<file path="src/rtl/qadd_pkg.sv">
// Shared types, widths and codes for the quantized int8 add pipeline.
`timescale 1ns / 1ps

package qadd_pkg;

  // Fraction bits of the Q8.24 multipliers.
  localparam int MULT_FRAC_BITS = 24;

  localparam int SAMPLE_W = 8;
  localparam int MULT_W   = 32;
  localparam int DIFF_W   = SAMPLE_W + 1;
  localparam int PROD_W   = DIFF_W + MULT_W;
  localparam int SUM_W    = PROD_W + 1;
  localparam int FLOOR_W  = SUM_W - MULT_FRAC_BITS;
  localparam int RND_W    = FLOOR_W + 1;
  localparam int ACC_W    = RND_W + 1;
  localparam int CFG_IDX_W = 3;

  localparam logic [MULT_W-1:0] MULT_RESET = MULT_W'(1) << MULT_FRAC_BITS;
  localparam logic [MULT_FRAC_BITS-1:0] ROUND_HALF =
    {1'b1, {(MULT_FRAC_BITS-1){1'b0}}};

  // Broadcast mode codes; the fourth code acts as no broadcast.
  localparam logic [1:0] BC_HOLD_A = 2'd0;
  localparam logic [1:0] BC_HOLD_B = 2'd1;
  localparam logic [1:0] BC_NONE   = 2'd2;

  typedef enum logic [CFG_IDX_W-1:0] {
    REG_ZP_A       = 3'd0,
    REG_ZP_B       = 3'd1,
    REG_ZP_OUT     = 3'd2,
    REG_MULT_A     = 3'd3,
    REG_MULT_B     = 3'd4,
    REG_CLAMP_LOW  = 3'd5,
    REG_CLAMP_HIGH = 3'd6,
    REG_BCAST_MODE = 3'd7
  } cfg_reg_t;

  typedef struct packed {
    logic signed [SAMPLE_W-1:0] zp_a;
    logic signed [SAMPLE_W-1:0] zp_b;
    logic signed [SAMPLE_W-1:0] zp_out;
    logic        [MULT_W-1:0]   mult_a;
    logic        [MULT_W-1:0]   mult_b;
    logic signed [SAMPLE_W-1:0] clamp_low;
    logic signed [SAMPLE_W-1:0] clamp_high;
    logic        [1:0]          bcast_mode;
  } qadd_cfg_t;

endpackage

</file>
<file path="src/rtl/quantized_int8_add_top.sv">
// Top level of the quantized int8 elementwise add pipeline.
`timescale 1ns / 1ps

// Quantized int8 elementwise add. Each input beat carries one pair of int8
// samples; the block removes each operand's zero point, scales each
// difference by its own unsigned Q8.24 multiplier, adds the exact products,
// rounds to nearest with ties to even, adds the output zero point and clamps
// the result to [clamp_low, clamp_high]. In broadcast mode one operand is
// replaced by the raw sample latched on the beat flagged first_of_run. The
// block takes one beat per clock cycle while in_stall is low and delivers
// one result beat per input beat, in order. The four register stages are
// operand select and zero point removal, the two parallel 9x33 bit
// multiplies, the 42 bit product sum, and the rounding, zero point and clamp
// stage that drives the output register. Each stage advances whenever it is
// empty or the stage after it moves, so bubbles are squeezed out and the
// input keeps accepting while a finished result waits on out_stall until
// all four stages are full.
// Configuration registers are written through the cfg_ port, which is always
// ready; write them only while no beat is in flight.

module quantized_int8_add_top import qadd_pkg::*; (
  input  logic                       clk,
  input  logic                       rst_n,
  input  logic                       in_valid,
  output logic                       in_stall,
  input  logic signed [SAMPLE_W-1:0] in_sample_a,
  input  logic signed [SAMPLE_W-1:0] in_sample_b,
  input  logic                       in_first_of_run,
  output logic                       out_valid,
  input  logic                       out_stall,
  output logic signed [SAMPLE_W-1:0] out_sum_out,
  input  logic                       cfg_valid,
  output logic                       cfg_ready,
  input  logic [CFG_IDX_W-1:0]       cfg_index,
  input  logic [MULT_W-1:0]          cfg_data
);

  qadd_cfg_t                cfg;
  logic                     diff_vld;
  logic signed [DIFF_W-1:0] diff_a;
  logic signed [DIFF_W-1:0] diff_b;
  logic                     prod_vld;
  logic                     sum_vld;
  logic signed [SUM_W-1:0]  sum;

  // Stage enables: a stage loads when it is empty or its successor loads.
  logic en_op;
  logic en_prod;
  logic en_sum;
  logic en_out;

  assign en_out   = !out_valid || !out_stall;
  assign en_sum   = !sum_vld || en_out;
  assign en_prod  = !prod_vld || en_sum;
  assign en_op    = !diff_vld || en_prod;
  assign in_stall = !en_op;

  qadd_cfg_regs u_cfg (
    .clk       (clk),
    .rst_n     (rst_n),
    .cfg_valid (cfg_valid),
    .cfg_ready (cfg_ready),
    .cfg_index (cfg_index),
    .cfg_data  (cfg_data),
    .cfg       (cfg)
  );

  qadd_operand u_operand (
    .clk          (clk),
    .rst_n        (rst_n),
    .in_vld       (in_valid),
    .stage_en     (en_op),
    .sample_a     (in_sample_a),
    .sample_b     (in_sample_b),
    .first_of_run (in_first_of_run),
    .cfg          (cfg),
    .vld          (diff_vld),
    .diff_a       (diff_a),
    .diff_b       (diff_b)
  );

  qadd_scale u_scale (
    .clk      (clk),
    .rst_n    (rst_n),
    .diff_vld (diff_vld),
    .diff_a   (diff_a),
    .diff_b   (diff_b),
    .prod_en  (en_prod),
    .sum_en   (en_sum),
    .cfg      (cfg),
    .prod_vld (prod_vld),
    .sum_vld  (sum_vld),
    .sum      (sum)
  );

  qadd_requant u_requant (
    .clk     (clk),
    .rst_n   (rst_n),
    .sum_vld (sum_vld),
    .sum     (sum),
    .out_en  (en_out),
    .cfg     (cfg),
    .vld     (out_valid),
    .result  (out_sum_out)
  );

  // The input is held off only when every stage holds a beat and the
  // output beat is blocked.
  assert property (@(posedge clk) disable iff (!rst_n)
    in_stall |-> (diff_vld && prod_vld && sum_vld && out_valid && out_stall))
    else $error("input stalled while the pipeline had room");

  // A beat in the sum stage with a free output reaches the output next cycle.
  assert property (@(posedge clk) disable iff (!rst_n)
    (sum_vld && en_out) |=> out_valid)
    else $error("sum stage beat did not reach the output register");

endmodule

</file>
<file path="src/rtl/qadd_cfg_regs.sv">
// Configuration register file of the quantized int8 add block.
`timescale 1ns / 1ps

module qadd_cfg_regs import qadd_pkg::*; (
  input  logic                 clk,
  input  logic                 rst_n,
  input  logic                 cfg_valid,
  output logic                 cfg_ready,
  input  logic [CFG_IDX_W-1:0] cfg_index,
  input  logic [MULT_W-1:0]    cfg_data,
  output qadd_cfg_t            cfg
);

  qadd_cfg_t cfg_r;
  qadd_cfg_t cfg_nxt;

  assign cfg_ready = 1'b1;
  assign cfg       = cfg_r;

  always_comb begin
    cfg_nxt = cfg_r;
    if (cfg_valid) begin
      case (cfg_reg_t'(cfg_index))
        REG_ZP_A:       cfg_nxt.zp_a       = cfg_data[SAMPLE_W-1:0];
        REG_ZP_B:       cfg_nxt.zp_b       = cfg_data[SAMPLE_W-1:0];
        REG_ZP_OUT:     cfg_nxt.zp_out     = cfg_data[SAMPLE_W-1:0];
        REG_MULT_A:     cfg_nxt.mult_a     = cfg_data;
        REG_MULT_B:     cfg_nxt.mult_b     = cfg_data;
        REG_CLAMP_LOW:  cfg_nxt.clamp_low  = cfg_data[SAMPLE_W-1:0];
        REG_CLAMP_HIGH: cfg_nxt.clamp_high = cfg_data[SAMPLE_W-1:0];
        REG_BCAST_MODE: cfg_nxt.bcast_mode = cfg_data[1:0];
        default:        cfg_nxt = cfg_r;
      endcase
    end
  end

  always_ff @(posedge clk) begin
    if (!rst_n) begin
      cfg_r.zp_a       <= '0;
      cfg_r.zp_b       <= '0;
      cfg_r.zp_out     <= '0;
      cfg_r.mult_a     <= MULT_RESET;
      cfg_r.mult_b     <= MULT_RESET;
      cfg_r.clamp_low  <= {1'b1, {(SAMPLE_W-1){1'b0}}};
      cfg_r.clamp_high <= {1'b0, {(SAMPLE_W-1){1'b1}}};
      cfg_r.bcast_mode <= BC_NONE;
    end else begin
      cfg_r <= cfg_nxt;
    end
  end

endmodule

</file>
<file path="src/rtl/qadd_operand.sv">
// First pipeline stage: broadcast operand selection and zero point removal.
`timescale 1ns / 1ps

module qadd_operand import qadd_pkg::*; (
  input  logic                       clk,
  input  logic                       rst_n,
  input  logic                       in_vld,
  input  logic                       stage_en,
  input  logic signed [SAMPLE_W-1:0] sample_a,
  input  logic signed [SAMPLE_W-1:0] sample_b,
  input  logic                       first_of_run,
  input  qadd_cfg_t                  cfg,
  output logic                       vld,
  output logic signed [DIFF_W-1:0]   diff_a,
  output logic signed [DIFF_W-1:0]   diff_b
);

  logic                       vld_r;
  logic signed [SAMPLE_W-1:0] held_r;
  logic signed [SAMPLE_W-1:0] held_nxt;
  logic signed [DIFF_W-1:0]   diff_a_r;
  logic signed [DIFF_W-1:0]   diff_b_r;
  logic signed [DIFF_W-1:0]   diff_a_nxt;
  logic signed [DIFF_W-1:0]   diff_b_nxt;
  logic signed [SAMPLE_W-1:0] sel_a;
  logic signed [SAMPLE_W-1:0] sel_b;
  logic                       accept;

  assign accept = in_vld && stage_en;

  always_comb begin
    held_nxt = held_r;
    sel_a    = sample_a;
    sel_b    = sample_b;
    if (cfg.bcast_mode == BC_HOLD_A) begin
      if (first_of_run) begin
        held_nxt = sample_a;
      end
      sel_a = first_of_run ? sample_a : held_r;
    end else if (cfg.bcast_mode == BC_HOLD_B) begin
      if (first_of_run) begin
        held_nxt = sample_b;
      end
      sel_b = first_of_run ? sample_b : held_r;
    end
    diff_a_nxt = DIFF_W'(sel_a) - DIFF_W'(cfg.zp_a);
    diff_b_nxt = DIFF_W'(sel_b) - DIFF_W'(cfg.zp_b);
  end

  always_ff @(posedge clk) begin
    if (!rst_n) begin
      vld_r  <= 1'b0;
      held_r <= '0;
    end else begin
      if (stage_en) begin
        vld_r <= in_vld;
      end
      if (accept) begin
        held_r <= held_nxt;
      end
    end
  end

  always_ff @(posedge clk) begin
    if (stage_en) begin
      diff_a_r <= diff_a_nxt;
      diff_b_r <= diff_b_nxt;
    end
  end

  assign vld    = vld_r;
  assign diff_a = diff_a_r;
  assign diff_b = diff_b_r;

  // A run start in hold-a mode latches the raw a sample of that beat.
  assert property (@(posedge clk) disable iff (!rst_n)
    (accept && first_of_run && cfg.bcast_mode == BC_HOLD_A)
      |=> (held_r == $past(sample_a)))
    else $error("held operand did not latch sample a");

endmodule

</file>
<file path="src/rtl/qadd_scale.sv">
// Multiply and sum stages: scales both differences and adds the exact products.
`timescale 1ns / 1ps

module qadd_scale import qadd_pkg::*; (
  input  logic                     clk,
  input  logic                     rst_n,
  input  logic                     diff_vld,
  input  logic signed [DIFF_W-1:0] diff_a,
  input  logic signed [DIFF_W-1:0] diff_b,
  input  logic                     prod_en,
  input  logic                     sum_en,
  input  qadd_cfg_t                cfg,
  output logic                     prod_vld,
  output logic                     sum_vld,
  output logic signed [SUM_W-1:0]  sum
);

  logic                     prod_vld_r;
  logic                     sum_vld_r;
  logic signed [PROD_W-1:0] prod_a_r;
  logic signed [PROD_W-1:0] prod_b_r;
  logic signed [PROD_W-1:0] prod_a_nxt;
  logic signed [PROD_W-1:0] prod_b_nxt;
  logic signed [SUM_W-1:0]  sum_r;
  logic signed [SUM_W-1:0]  sum_nxt;

  // Signed 9-bit difference times unsigned 32-bit multiplier.
  always_comb begin
    prod_a_nxt = PROD_W'(diff_a) * PROD_W'($signed({1'b0, cfg.mult_a}));
    prod_b_nxt = PROD_W'(diff_b) * PROD_W'($signed({1'b0, cfg.mult_b}));
    sum_nxt    = SUM_W'(prod_a_r) + SUM_W'(prod_b_r);
  end

  always_ff @(posedge clk) begin
    if (!rst_n) begin
      prod_vld_r <= 1'b0;
      sum_vld_r  <= 1'b0;
    end else begin
      if (prod_en) begin
        prod_vld_r <= diff_vld;
      end
      if (sum_en) begin
        sum_vld_r <= prod_vld_r;
      end
    end
  end

  always_ff @(posedge clk) begin
    if (prod_en) begin
      prod_a_r <= prod_a_nxt;
      prod_b_r <= prod_b_nxt;
    end
    if (sum_en) begin
      sum_r <= sum_nxt;
    end
  end

  assign prod_vld = prod_vld_r;
  assign sum_vld  = sum_vld_r;
  assign sum      = sum_r;

  // A held product stage keeps its beat until the sum stage takes it.
  assert property (@(posedge clk) disable iff (!rst_n)
    (prod_vld_r && !sum_en) |=> (prod_vld_r && $stable(prod_a_r) && $stable(prod_b_r)))
    else $error("product stage lost a beat while the sum stage was blocked");

endmodule

</file>
<file path="src/rtl/qadd_requant.sv">
// Output stage: round half to even, add the output zero point and clamp.
`timescale 1ns / 1ps

module qadd_requant import qadd_pkg::*; (
  input  logic                       clk,
  input  logic                       rst_n,
  input  logic                       sum_vld,
  input  logic signed [SUM_W-1:0]    sum,
  input  logic                       out_en,
  input  qadd_cfg_t                  cfg,
  output logic                       vld,
  output logic signed [SAMPLE_W-1:0] result
);

  logic                          vld_r;
  logic signed [SAMPLE_W-1:0]    result_r;
  logic signed [SAMPLE_W-1:0]    result_nxt;
  logic signed [FLOOR_W-1:0]     floor_v;
  logic [MULT_FRAC_BITS-1:0]     rem;
  logic                          round_up;
  logic signed [RND_W-1:0]       rnd;
  logic signed [ACC_W-1:0]       acc;
  logic signed [ACC_W-1:0]       lo_ext;
  logic signed [ACC_W-1:0]       hi_ext;
  logic signed [ACC_W-1:0]       clamped;

  always_comb begin
    floor_v  = sum[SUM_W-1:MULT_FRAC_BITS];
    rem      = sum[MULT_FRAC_BITS-1:0];
    round_up = (rem > ROUND_HALF) || ((rem == ROUND_HALF) && floor_v[0]);
    rnd      = RND_W'(floor_v) + $signed({{(RND_W-1){1'b0}}, round_up});
    acc      = ACC_W'(rnd) + ACC_W'(cfg.zp_out);
    lo_ext   = ACC_W'(cfg.clamp_low);
    hi_ext   = ACC_W'(cfg.clamp_high);
    // Low bound first, then high bound, so crossed bounds give the high one.
    clamped  = acc;
    if (clamped < lo_ext) begin
      clamped = lo_ext;
    end
    if (clamped > hi_ext) begin
      clamped = hi_ext;
    end
    result_nxt = clamped[SAMPLE_W-1:0];
  end

  always_ff @(posedge clk) begin
    if (!rst_n) begin
      vld_r <= 1'b0;
    end else if (out_en) begin
      vld_r <= sum_vld;
    end
  end

  always_ff @(posedge clk) begin
    if (out_en) begin
      result_r <= result_nxt;
    end
  end

  assign vld    = vld_r;
  assign result = result_r;

endmodule

</file>
<file path="config.mk">
export PLATFORM = sky130hd
export DESIGN_NAME = quantized_int8_add_top
export DESIGN_NICKNAME = d
export VERILOG_FILES = /design/src/rtl/qadd_pkg.sv /design/src/rtl/quantized_int8_add_top.sv /design/src/rtl/qadd_cfg_regs.sv /design/src/rtl/qadd_operand.sv /design/src/rtl/qadd_scale.sv /design/src/rtl/qadd_requant.sv
export SDC_FILE = /design/constraint.sdc
export NUM_CORES = 2
export LEC_CHECK = 0
export BUFFER_PORTS_ARGS = -buffer_cell sky130_fd_sc_hd__buf_4
export CORE_MARGIN = 2
export CORE_UTILIZATION = 50
export DETAILED_ROUTE_END_ITERATION = 7
export GPL_TIMING_DRIVEN = 0
export HOLD_SLACK_MARGIN = 0.08
export MAX_ROUTING_LAYER = met4
export PLACE_DENSITY = 0.64
export SKIP_LAST_GASP = 1
export SYNTH_ARGS = -nofsm -noshare
export SYNTH_HDL_FRONTEND = slang
export SYNTH_SLANG_ARGS = --single-unit
</file>
<file path="constraint.sdc">
create_clock -name clk -period 8.47 [get_ports clk]
set_clock_uncertainty 0.15 [all_clocks]
set_input_delay 2.1175 -clock clk [delete_from_list [all_inputs] [get_ports clk]]
set_output_delay 2.1175 -clock clk [all_outputs]
set_load 0.01 [all_outputs]
</file>
## Yosys cells after proc, flatten, opt, wreduce, memory -nomap -nowiden

Index checks and enable logic that the tools add are counted.

- Flip-flop bits (word level): 268
- Output and inout bits: 11
- Logic and storage cells: 72

- Add/subtract/negate cells: 5
- Multipliers: 2
- $lt $le $gt $ge: 3
- Equal/unequal tests: 9
- Muxes and demuxes: 9
- Reduce and logical (&&, ||, !) cells: 25

Operators by type and width:

| cell | number |
|---|---|
| multiplier 9 x 33 -> 41 bit | 2 |
| two-way mux 8 bit | 8 |
| adder 41 x 41 -> 42 bit | 1 |
| equality test 24 bit, second input constant | 1 |
| greater-than comparator 24 bit, second input constant | 1 |
| adder 19 x 8 -> 20 bit | 1 |
| greater-than comparator 20 x 8 -> 1 bit | 1 |
| < comparator 20 x 8 -> 1 bit | 1 |
| two-way mux 20 bit | 1 |
| adder 18 x 2 -> 19 bit | 1 |
| AND reduction 2 bit | 9 |
| subtractor 8 x 8 -> 9 bit | 2 |
| equality test 3 bit, second input constant | 4 |
| equality test 3 x 2 -> 1 bit, second input constant | 2 |
| logical NOT 1 bit | 6 |
| logical OR 1 bit | 5 |
| equality test 3 x 1 -> 1 bit, second input constant | 1 |
| logical NOT 3 bit | 1 |
| equality test 2 x 1 -> 1 bit, second input constant | 1 |
| logical AND 1 bit | 2 |
| logical NOT 2 bit | 1 |
| nonzero test 2 bit | 1 |

## Depth between registers and ports, before layout

- Depth after elaboration: 9
- Depth in mapped cells: 34
- Mapped depth without buffers: 33

## By module

Synthesis repeated with hierarchy kept, for this count alone.

- Cell total of the unflattened synthesis: 3318
- Area, all modules: 32466.1 um2

Modules (own cells, without submodules):

| module | instances | cells each | area each (um2) | sequential area each (um2) |
|---|---|---|---|---|
| qadd_scale | 1 | 2365 | 23827.9 | 3763.6 |
| qadd_cfg_regs | 1 | 397 | 4016.4 | 2122.0 |
| qadd_requant | 1 | 326 | 2552.4 | 260.2 |
| qadd_operand | 1 | 224 | 2035.7 | 720.7 |
| quantized_int8_add_top | 1 | 6 | 33.8 | 0.0 |

## Worst setup path after synthesis

No wires, ideal clock.

- Kind: register to register
- Start point: reg u_scale.sum_r[24], in the netlist u_scale.sum[24]
- End point: reg u_requant.result_r[1], in the netlist u_requant.result[1], data pin
- Library setup time: 0.260 ns
- Arrival time: 6.648 ns
- Required time: 8.060 ns
- Slack: 1.412 ns
- Cell stages (with the launch flop): 31
- Period minus slack after synthesis: 7.058 ns
- Path through: edfxtp_1 -> nor4_1 -> nand4_1 -> o21a_1 -> fa_1 -> inv_1 -> fa_1 -> nor2b_1 -> o21a_1 -> o21ai_1 -> a21oi_1 -> o41ai_2 -> o21ai_0 -> a21oi_1 -> xnor2_1 -> ha_1 -> nand4_1 -> or4_1 -> o21ai_1 -> xor2_1 -> buf_6 -> mux2_4 -> ha_1 -> a21o_1 -> a21o_1 -> a21oi_1 -> o21ai_0 -> a211oi_1 -> o22ai_1 -> a31oi_2 -> mux2_2

- Word-level cells in the longest chain between the ends: 8

Ends and longest elaborated chain:

| what | line | source |
|---|---|---|
| start, declared | qadd_scale.sv:24 | `logic signed [SUM_W-1:0] sum_r;` |
| start signal, assigned | qadd_scale.sv:54 | `sum_r <= sum_nxt;` |
| logical AND 1 bit | qadd_requant.sv:30 | `round_up = (rem > ROUND_HALF) \|\| ((rem == ROUND_HALF) && floor_v[0]);` |
| logical OR 1 bit | qadd_requant.sv:30 |  |
| adder 18 x 2 -> 19 bit * | qadd_requant.sv:31 | `rnd = RND_W'(floor_v) + $signed({{(RND_W-1){1'b0}}, round_up});` |
| adder 19 x 8 -> 20 bit * | qadd_requant.sv:32 | `acc = ACC_W'(rnd) + ACC_W'(cfg.zp_out);` |
| < comparator 20 x 8 -> 1 bit | qadd_requant.sv:37 | `if (clamped < lo_ext) begin` |
| two-way mux 20 bit * | qadd_requant.sv:37 |  |
| greater-than comparator 20 x 8 -> 1 bit | qadd_requant.sv:40 | `if (clamped > hi_ext) begin` |
| two-way mux 8 bit * | qadd_requant.sv:40 |  |
| via u_requant.clamped[1] | qadd_requant.sv:25 | `logic signed [ACC_W-1:0] clamped;` |
| end signal, assigned | qadd_requant.sv:56 | `result_r <= result_nxt;` |
| end, declared | qadd_requant.sv:16 | `logic signed [SAMPLE_W-1:0] result_r;` |

The timed path passes the listed nets; every way through them passes the cells marked *.
A chain may end at the register's enable or synchronous reset.

## Worst setup path after layout

- Start point: reg u_scale.sum_r[24], in the netlist u_scale.sum[24]
- End point: reg u_requant.result_r[2], in the netlist u_requant.result[2], data pin

The elaborated chain is that of the path after synthesis.

==> impl_metrics.yaml <==
run_status:
  run_status: "complete, no violations"
logic_synthesis:
  synthTopCellsByCount: "sky130_fd_sc_hd__nand2_1 (607), sky130_fd_sc_hd__inv_1 (468), sky130_fd_sc_hd__fa_1 (427)"
  synth_area_leaders: "sky130_fd_sc_hd__fa_1 (26%), sky130_fd_sc_hd__edfxtp_1 (14%), sky130_fd_sc_hd__ha_1 (12%)"
  synth.net_count: 4307
  flip_flop_cell_with_the_highest_count_after_synthesis: "sky130_fd_sc_hd__edfxtp_1"
  syn_avg_cell_area_um2: 9.231
  most_repeated_cell_in_the_gate_level_netlist_after_synthesis: "sky130_fd_sc_hd__nand2_1"
  postSynth.asyncResetShare: 0
  yosys_warnings: 0
  synthCells: 3516
  largest_area_contributor_in_the_netlist: "sky130_fd_sc_hd__fa_1"
  yosysTopAreaCellShare: 0.2634
  post_synth_num_cell_types: 77
  postSynthRegisterBits: 268
  mappedNetlistArea_um2: 32450
  synth_seq_area_share: 0.2116
  synth_edf_count: 150
timing:
  setup_violations: 0
  finalWorstPathRequiredPeriod_ns: 7.878
  slew_headroom: 0.07409
  worst_slack_ns: 0.5924
  worst_max_slew_pin_slew_ns: 1.386
  maxSlewViolCount: 0
  maxClockFrequency_mhz: 126.9
  layout_worst_path_cycle_share: 0.9301
  report.final.hold_viol_count: 0
global_route:
  grt_pass1_wl_um: 136900
  largest_net_degree_at_the_start_of_global_routing: 47
  grt_remaining_overflow: 0
  vias_in_the_first_global_route: 24043
  track_usage: 0.2732
  grt_antenna_before_repair: 11
floorplan:
  core_region_area_um2: 64350
  die-height_um: 258.8
  boundaryPins: 68
  starting_density: 0.5044
  core.rowCount: 93
  floorplan.die_area_um2: 66960
  die_w_um: 258.8
pwr:
  power_frac_comb: 0.513
  vdd.ir_drop.worst_uv: 162.2
  power_report.internal_total_uw: 3891
  pwr-share-clk: 0.199
  sequentialPowerShare: 0.287
  sw_frac_of_total: 0.4185
  power.density_cell_area_nw_per_um2: 190.6
  net-switching-power_uw: 2801
  leakage_uw: 0.01641
clock_network:
  tritoncts.num_buffers: 29
  clk-insertion-delay-late_ns: 0.58
  clk_path_buf_depth: 3
  clock_tree.root_cell: "sky130_fd_sc_hd__clkbuf_16"
  clock_sink_count: 268
  cts_tree: "built"
  cts_hold_buf: 0
  cts.htree.levels: 1
  worst_setup_hold_path_clk_slew_ns: 0.07
worst_setup_path:
  critical-path-top-delay-family: "compound AO/OA/AOI/OAI gates"
  worstPathBufferInverterCount: 3
  crit_type: "register to register"
  critical_path_required_time_ns: 8.64
  setup.worst_path.start_class: "register"
  cp.arrival_ns: 8.05
  worst-path-max-fanout: 10
  slowest_delay_ns: 0.54
  cpMostUsedCell: "sky130_fd_sc_hd__a21oi_1"
  slowest_stage: "sky130_fd_sc_hd__or4_1"
  worst_setup_path_end_kind: "register"
route:
  drcViolationCount: 0
  drt-pass1-iter-count: 5
  ant_nets: 0
  first_iter_violations: 1704
  wirelength_um: 87810
  drt-vias-per-instance: 5.450
  via_count: 24492
  avgRoutedWirePerCell_um: 19.54
flow_run:
  max_cap_viol_count: 0
cells_and_area:
  final_layout_size_suffix_gt1_frac: 0.05088
  flow.area_growth_from_synthesis_pct: 8.208
  final_nets: 4404
  final-seq-area_um2: 6867
  finalCoreUtilization: 0.5458
  fillerInstances: 5967
  multiInputGateArea_um2: 23230
placement:
  dp_slack_ns: -0.04170
  port-buffer-count: 63
  detailedPlacementHpwl_um: 71400
  gp_congestion: 0.9152
hold_path:
  hold_class: "register to register"
logic make-up (layout without fill, tap and decap cells):
logic type	Yosys count	in the layout	synth area share
AO/OA/AOI/OAI	548	548	0.1139
XOR/XNOR	128	128	0.03454
other	1	4	0.0001155
multiplexers	42	42	0.01453
AND/OR/NAND/NOR	1159	1159	0.1691
buffers and inverters	636	756	0.07452
adder cells (fa/ha/maj)	734	734	0.3817
flip-flops	268	268	0.2116
power by group through the flow:
stage	logic [uW]	clock network [uW]	registers [uW]
after floorplan	2400	0	1860
final	3440	1330	1920
after detailed placement	3340	0	1950
after global placement	3320	0	1940
after CTS	3380	1360	1920
after global routing	3810	1410	1940
cell usage in the layout, fill, tap and decap left out, types with 13 or more instances in the layout:
cell and instances:
sky130_fd_sc_hd__a21oi_1 130, sky130_fd_sc_hd__edfxtp_1 150, sky130_fd_sc_hd__a21boi_0 98, sky130_fd_sc_hd__inv_1 467, sky130_fd_sc_hd__clkbuf_1 165, sky130_fd_sc_hd__nand4_1 23
sky130_fd_sc_hd__nor2_1 79, sky130_fd_sc_hd__nand2b_1 93, sky130_fd_sc_hd__clkbuf_16 31, sky130_fd_sc_hd__mux2i_1 13, sky130_fd_sc_hd__and2_1 205, sky130_fd_sc_hd__nand2_1 606
sky130_fd_sc_hd__dfxtp_1 118, sky130_fd_sc_hd__nand3_1 46, sky130_fd_sc_hd__fa_1 427, sky130_fd_sc_hd__o21ai_0 87, sky130_fd_sc_hd__xor2_1 46, sky130_fd_sc_hd__ha_1 307
sky130_fd_sc_hd__buf_4 65, sky130_fd_sc_hd__o21a_1 19, sky130_fd_sc_hd__and3_1 15, sky130_fd_sc_hd__a21o_1 98, sky130_fd_sc_hd__nor2b_1 37, sky130_fd_sc_hd__mux2_2 25
sky130_fd_sc_hd__nor3_1 20, sky130_fd_sc_hd__xnor2_1 81, sky130_fd_sc_hd__o211ai_1 14
path summary, 6_finish.rpt:
path / startpoint / to / slack [ns] / depth (start not counted)
max reg2reg: u_scale.sum[24] / u_requant.result[2] / 0.59 / 32
min: u_cfg.cfg[104] / u_cfg.cfg[104] / 0.32 / 2
max: u_scale.sum[24] / u_requant.result[2] / 0.59 / 32
min reg2reg: u_cfg.cfg[104] / u_cfg.cfg[104] / 0.32 / 2
worst reg2reg max path, delay by kind of cell, from the launching register on:
kind	cells	cell delay [ns]
compound gates	15	3.00
xor+xnor	2	0.45
fa+ha+maj	4	1.16
buf+inv	3	0.49
flops	1	0.44
mux	1	0.35
simple gates	7	1.60
metal layers:
metal / global-route usage / vias to the layer above / wire [um]
met1: 0.3837 / 12179 / 40490
li1: - / 11562 / -
met2: 0.4328 / 647 / 40620
met5: - / - / 0
met3: 0.03110 / 104 / 4984
met4: 0.04881 / 0 / 1720
metrics by stage:
step | area, um2 | setup TNS (ns) | total power, uW | instances | hold slack, ns
6_report | 35120 | 0 | 6692 | 4494 | 0.3180
5_1_grt | 35120 | -0.3068 | 7153 | 4494 | 0.3443
3_3_place_gp | 34000 | -0.03505 | 5259 | 4434 | 0.2995
3_5_place_dp | 34030 | -0.09030 | 5288 | 4435 | 0.3115
4_1_cts | 35060 | 0 | 6663 | 4489 | 0.3214
2_1_floorplan | 32450 | 0 | 4261 | 3516 | 0.2935
cell type report:
class,count,area share
antenna,3,0.0002138
buffer,168,0.01888
clock buffer,38,0.02376
clock inverter,16,0.004881
inverter,468,0.05002
multi-input combinational,2612,0.6614
sequential,268,0.1955
tap,855,0.03046
timing repair buffer,66,0.01482
registers in the layout, summed over array words and instances, names as in the netlist:
register and cells:
u_cfg.cfg 106, u_operand.diff_a 9, u_operand.diff_b 9, u_operand.held_r 8, u_operand.vld 1, u_requant.result 8
u_requant.vld 1, u_scale.prod_a_r 41, u_scale.prod_b_r 41, u_scale.prod_vld 1, u_scale.sum 42, u_scale.sum_vld 1
what timing repair did:
| item | in CTS | in global routing |
|---|---|---|
| resized for setup | 3 | 6 |
| endpoints found under the hold margin | 0 | 0 |
| pin swaps | 0 | 2 |
| endpoints found under the setup margin | 7 | 8 |
| setup buffers | 0 | 2 |
(Power assumes the default switching activity.)
